$ cat src/rtl/fcrm_pkg.sv
`timescale 1ns / 1ps

package fcrm_pkg;

    // fixed field widths
    localparam int SAMPLE_W   = 16;
    localparam int COEF_W     = 16;
    localparam int MIX_W      = 16;
    localparam int IRL_W      = 11;
    localparam int CFG_W      = 16;
    localparam int CFG_IDX_W  = 2;
    localparam int KIND_W     = 2;

    // shared multiplier and wet-sum slicing
    localparam int MUL_W      = 17;
    localparam int PROD_W     = 2 * MUL_W;
    localparam int CHUNK_LOG2 = 4;
    localparam int CHUNK_W    = 1 << CHUNK_LOG2;

    // mix arithmetic
    localparam logic [MIX_W-1:0] MIX_ONE   = 16'd32768;
    localparam logic [MIX_W-1:0] MIX_RESET = 16'd16384;
    localparam int DRY_SHIFT   = 15;
    localparam int ROUND_SHIFT = 30;

    // request kinds
    localparam logic [KIND_W-1:0] KIND_SAMPLE = 2'd0;
    localparam logic [KIND_W-1:0] KIND_COEF   = 2'd1;
    localparam logic [KIND_W-1:0] KIND_CLEAR  = 2'd2;

    // configuration register indexes
    localparam logic [CFG_IDX_W-1:0] REG_BYPASS    = 2'd0;
    localparam logic [CFG_IDX_W-1:0] REG_MIX       = 2'd1;
    localparam logic [CFG_IDX_W-1:0] REG_IR_LENGTH = 2'd2;

    // what the product register carries
    localparam logic [1:0] OP_NONE = 2'd0;
    localparam logic [1:0] OP_MAC  = 2'd1;
    localparam logic [1:0] OP_DRY  = 2'd2;
    localparam logic [1:0] OP_WET  = 2'd3;

    typedef struct packed {
        logic load_sample;
        logic load_bypass;
        logic coef_wr;
        logic clear;
        logic mac_issue;
        logic mix_issue;
    } fcrm_cmd_t;

    typedef struct packed {
        logic active;
        logic tap_last;
        logic mix_last;
        logic pipe_busy;
    } fcrm_sts_t;

endpackage

$ cat src/rtl/fcrm_ctrl.sv
`timescale 1ns / 1ps

module fcrm_ctrl (
    input  logic                         clk,
    input  logic                         rst_n,
    input  logic                         in_valid,
    output logic                         in_ready,
    input  logic [fcrm_pkg::KIND_W-1:0]  kind,
    input  logic                         out_free,
    output logic                         out_load,
    output fcrm_pkg::fcrm_cmd_t          cmd,
    input  fcrm_pkg::fcrm_sts_t          sts
);

    localparam logic [2:0] S_IDLE  = 3'd0;
    localparam logic [2:0] S_MAC   = 3'd1;
    localparam logic [2:0] S_DRAIN = 3'd2;
    localparam logic [2:0] S_MIX   = 3'd3;
    localparam logic [2:0] S_FLUSH = 3'd4;
    localparam logic [2:0] S_OUT   = 3'd5;

    logic [2:0] state_reg, state_next;

    always_comb
    begin
        state_next = state_reg;
        cmd        = '0;
        in_ready   = 1'b0;
        out_load   = 1'b0;
        case (state_reg)
            S_IDLE:
            begin
                in_ready = 1'b1;
                if (in_valid)
                begin
                    case (kind)
                        fcrm_pkg::KIND_SAMPLE:
                        begin
                            if (sts.active)
                            begin
                                cmd.load_sample = 1'b1;
                                state_next      = S_MAC;
                            end
                            else
                            begin
                                cmd.load_bypass = 1'b1;
                                state_next      = S_OUT;
                            end
                        end
                        fcrm_pkg::KIND_COEF:  cmd.coef_wr = 1'b1;
                        fcrm_pkg::KIND_CLEAR: cmd.clear   = 1'b1;
                        default:              ;
                    endcase
                end
            end
            S_MAC:
            begin
                cmd.mac_issue = 1'b1;
                if (sts.tap_last)
                begin
                    state_next = S_DRAIN;
                end
            end
            S_DRAIN:
            begin
                if (!sts.pipe_busy)
                begin
                    state_next = S_MIX;
                end
            end
            S_MIX:
            begin
                cmd.mix_issue = 1'b1;
                if (sts.mix_last)
                begin
                    state_next = S_FLUSH;
                end
            end
            S_FLUSH:
            begin
                if (!sts.pipe_busy)
                begin
                    state_next = S_OUT;
                end
            end
            S_OUT:
            begin
                if (out_free)
                begin
                    out_load   = 1'b1;
                    state_next = S_IDLE;
                end
            end
            default: state_next = S_IDLE;
        endcase
    end

    always_ff @(posedge clk or negedge rst_n)
    begin
        if (!rst_n)
        begin
            state_reg <= S_IDLE;
        end
        else
        begin
            state_reg <= state_next;
        end
    end

    a_back_to_idle: assert property (@(posedge clk) disable iff (!rst_n)
        out_load |=> in_ready)
        else $error("not ready for a request after handing over a result");

endmodule

$ cat config.mk
export PLATFORM = sky130hd
export DESIGN_NAME = fcrm_ctrl
export DESIGN_NICKNAME = d
export VERILOG_FILES = /design/src/rtl/fcrm_pkg.sv /design/src/rtl/fcrm_ctrl.sv
export SDC_FILE = /design/constraint.sdc
export NUM_CORES = 1
export LEC_CHECK = 0
export BUFFER_PORTS_ARGS = -buffer_cell sky130_fd_sc_hd__buf_2
export CAP_MARGIN = 40
export CORE_AREA = 3 3 40 42
export CTS_BUF_LIST = sky130_fd_sc_hd__clkbuf_8
export DETAILED_ROUTE_END_ITERATION = 8
export DIE_AREA = 0 0 43 45
export SYNTH_ARGS = -nofsm -noshare
export SYNTH_HDL_FRONTEND = slang
export SYNTH_SLANG_ARGS = --single-unit
$ cat constraint.sdc
create_clock -name clk -period 1.9 [get_ports clk]
set_clock_uncertainty 0.2 [all_clocks]
set_input_delay 0.19 -clock clk [delete_from_list [all_inputs] [get_ports clk]]
set_output_delay 0.19 -clock clk [all_outputs]
set_load 0.05 [all_outputs]
==> After elaboration in Yosys (flattened, before gate mapping) <==
Index checks and enable logic that the tools add are counted.
{ "op_classes": {"eq_ne": 14, "mux": 21, "n_reduce_logical": 3} }
{ "ops": {"columns": ["op", "count"], "rows": [
  ["2-to-1 mux 3 bit", 8],
  ["one-hot mux 3 bit (6 select lines)", 1],
  ["!= test 2 bit, second input constant", 6],
  ["2-to-1 mux 1 bit", 9],
  ["2-to-1 mux 4 bit", 2],
  ["AND reduction 7 bit", 1],
  ["equality test 3 x 2 -> 1 bit, second input constant", 2],
  ["equality test 3 bit, second input constant", 2],
  ["equality test 3 x 1 -> 1 bit, second input constant", 1],
  ["zero test 3 bit", 1],
  ["equality test 2 x 1 -> 1 bit, second input constant", 1],
  ["equality test 2 bit, second input constant", 1],
  ["zero test 2 bit", 1],
  ["2-to-1 mux 2 bit", 1],
  ["!= test 2 x 1 -> 1 bit, second input constant", 1]
]} }
{ "totals": {"output_inout_bits": 8, "wordCells": 39, "reg_bits": 3, "inputBits": 10} }

==> Depth between registers and ports, before layout <==
{ "depth": {"word_depth": 4, "mapped_depth": 5, "ltp_nobuf": 4} }

==> Worst setup path before layout <==
OpenSTA, ideal clock, no wires.
{ "synth_timing": {"path_type": "register to output", "start": "register state_reg[1]", "end": "output port cmd[4] (netlist name)", "arrival_time_ps": 2563, "path_buffers": 1, "slack_ps": -1053, "path_stages_with_launch": 5, "required_ps": 1510, "cell_sequence": "dfrtp_1 -> buf_6 -> nor3_1 -> nand2_1 -> nor2_1"} }
{ "synth_rtl": {"columns": ["item", "line_no", "rtl"], "rows": [
  ["start, declared", "fcrm_ctrl.sv:22", "logic [2:0] state_reg, state_next;"],
  ["start signal, assigned", "fcrm_ctrl.sv:106", "state_reg <= state_next;"],
  ["end, declared", "fcrm_ctrl.sv:11", "output fcrm_pkg::fcrm_cmd_t cmd,"]
]} }

==> impl_metrics.csv <==
group,metric,value,unit
global_route,grt_pass1_wl,1210,um
sta,tightest_slew,340,ps
clock_tree,insertion_delay,210,ps
setup_path,crit_family,"simple AND/OR/NAND/NOR gates",
routing,wire_per_inst,10.0,um
die,dieArea,1940,um2
placement,hpwl,597,um
routing,dr.pass1.iters,2,
setup_path,endpoint_kind,"output port",
routing,drt_iter0_markers,8,
power,p_sw,0.351,mW
power,clkPwrFrac,24.0,%
placement,place.gp.congestion,0.708,
setup_path,critPathBufInv,1,
finish,drive_gt1_share,52.5,%
finish,final_cell_mix,"15 x buf_2, 4 x nand2_1, 3 x inv_1, 3 x nor3_1, 3 x clkbuf_8",
sta,setup_viol,0,
global_route,track_usage,8.50,%
setup_path,worstPathRequired,1510,ps
logic_synthesis,synth.distinct_cells,23,
clock_tree,h-tree-depth,1,
power,switching_share,48.2,%
setup_path,crit_start,"state_reg[1]",
sta,max_slew_margin,77.3,%
finish,largest_reg_flops,3,
finish,design_area,474,um2
placement,placed_area,403,um2
sta,hold_viol,0,
routing,vias_per_cell,4.72,
logic_synthesis,avgSynthCellArea,7.71,um2
global_route,grt_pass1_vias,310,
die,core_area,1280,um2
die,die_y,45,um
clock_tree,root_buffer,"clkbuf_8",
power,ir_drop,0.435,mV
sta,fmax,0.553,GHz
sta,fin_crit,1810,ps
setup_path,worst_path_max_delay_cell,"dfrtp_1",
clock_tree,cts_sinks,3,
routing,routed_wl,743,um
finish,layout_commonest_cell,"buf_2",
clock_tree,cts_buffers,3,
logic_synthesis,synthesis.nets,47,
die,die_w,43,um
global_route,grt_max_degree,11,
finish,area_growth,66.2,%
global_route,overflow,0,
logic_synthesis,synth_top_area_share,26.3,%
logic_synthesis,syn_area,285,um2
die,boundaryPins,18,
clock_tree,clk_path_buf_depth,2,
setup_path,criticalPathCategory,"flop to output port",
setup_path,worstSetupStartpointType,"flop",
logic_synthesis,synth-seq-cells,3,
routing,num_vias,349,
die,num_rows,13,
setup_path,critPathMaxStageDelay,480,ps
finish,antenna_cells,0,
logic_synthesis,netlist_instances,37,
power,power_frac_seq,23.2,%
min_path,worstHoldPathType,"input port to asynchronous set/reset pin",
sta,finalCritPeriodShare,95.1,%
clock_tree,clk_pin_slew_worst_paths,30,ps
finish,multi_input_area,205,um2
sta,rsz0062_at_grt,"no",
logic_synthesis,synth_flop_cell,"dfrtp_1",
logic_synthesis,synth_seq_area_share,26.3,%
logic_synthesis,yosys_warnings,0,
sta,maxSlewViolCount,0,
finish,nets,70,
power,p_per_area,1540,nW/um2
routing,ant_nets,0,
clock_tree,cts_setup_buffers,0,
run_status,status,"completed",
setup_path,reg2reg_from,"state_reg[2]",
global_route,antenna_found_initial,0,
finish,fin_util,36.9,%
finish,seq_area,76.3,um2
logic_synthesis,yosysTopAreaCell,"dfrtp_1",
logic_synthesis,synthTopCellsByArea,"dfrtp_1 26%, nor3_1 8.8%, and4b_1 7.0%",
setup_path,crit_fanout,8,
clock_tree,cts_tree,"built",
power,leakage,0.253,nW
logic_synthesis,synth_edf_count,0,
placement,portBuffers,17,
routing,drc,0,
power,finalPower,0.728,mW
logic_synthesis,async_flop_share,100,%
die,initial_utilization,22.2,%
power,combPwrFrac,52.9,%
setup_path,path_cells,"nor3_4, and4b_2, clkbuf_4",
power,cell_internal_pwr,0.377,mW
flow_run,cap_viol_max_count,0,
finish,n_fill_cell,130,
setup_path,arrival,1420,ps
power groups by stage:
stage | logic [mW] | registers [mW] | clock network [mW]
global placement | 0.384 | 0.167 | 0
global route | 0.415 | 0.177 | 0.191
floorplan | 0.361 | 0.119 | 0
finish | 0.385 | 0.169 | 0.175
CTS | 0.387 | 0.166 | 0.180
detailed placement | 0.384 | 0.167 | 0
Yosys cell counts (2+ instances only):
cell,count
nor3_1,5
nand2_1,4
nand2b_1,2
and4b_1,2
nor2_1,3
dfrtp_1,3
inv_1,2
layer usage:
| metal | vias up | track usage, % | part of all wire, % |
|---|---|---|---|
| met4 | 0 | 3.61 | 1.6 |
| met5 | - | 0 | 0 |
| met3 | 2 | 4.78 | 6.7 |
| met1 | 158 | 9.66 | 43 |
| li1 | 179 | - | - |
| met2 | 10 | 13.2 | 48 |
cell families after synthesis:
| group | count (synthesis) | share of synthesized area (%) |
|---|---|---|
| compound gates | 7 | 17.1 |
| simple gates | 21 | 43.0 |
| flops | 3 | 26.3 |
| mux | 1 | 3.95 |
| buf+inv | 5 | 9.65 |
final timing paths:
path / cells past startpoint / slack (ps) / end
worst max-delay path: 3 / 90 / cmd[2]
worst min-delay path: 2 / 110 / state_reg[1]
worst max register to register: 4 / 340 / state_reg[0]
worst min register to register: 1 / 400 / state_reg[1]
max in group asynchronous: 2 / 1270 / state_reg[0]
min in group clk: 3 / 110 / state_reg[1]
repair_timing:
item,CTS,global route
hold buffers,2,0
resized for setup,0,3
hold endpoints to repair,4,0
endpoints found under the setup margin,0,2
stage by stage:
stage	setup slack, ps	hold WS, ps	setup TNS [ps]	std cells
floorplan	-97.8	-306	-152	37
global placement	277	-213	0	68
detailed placement	268	-213	0	68
CTS	44.6	98.9	0	74
global route	30.7	119	0	74
finish	92.9	108	0	74
layout make-up:
cell class / instances / area share [%]
multi-input cells: 29 / 43.3
clock inverters: 1 / 0.792
flip-flops and latches: 3 / 16.1
repair buffers: 20 / 24.8
well taps: 15 / 3.96
inverters: 3 / 2.37
clock buffers: 3 / 8.71
(Power assumes the default switching activity.)
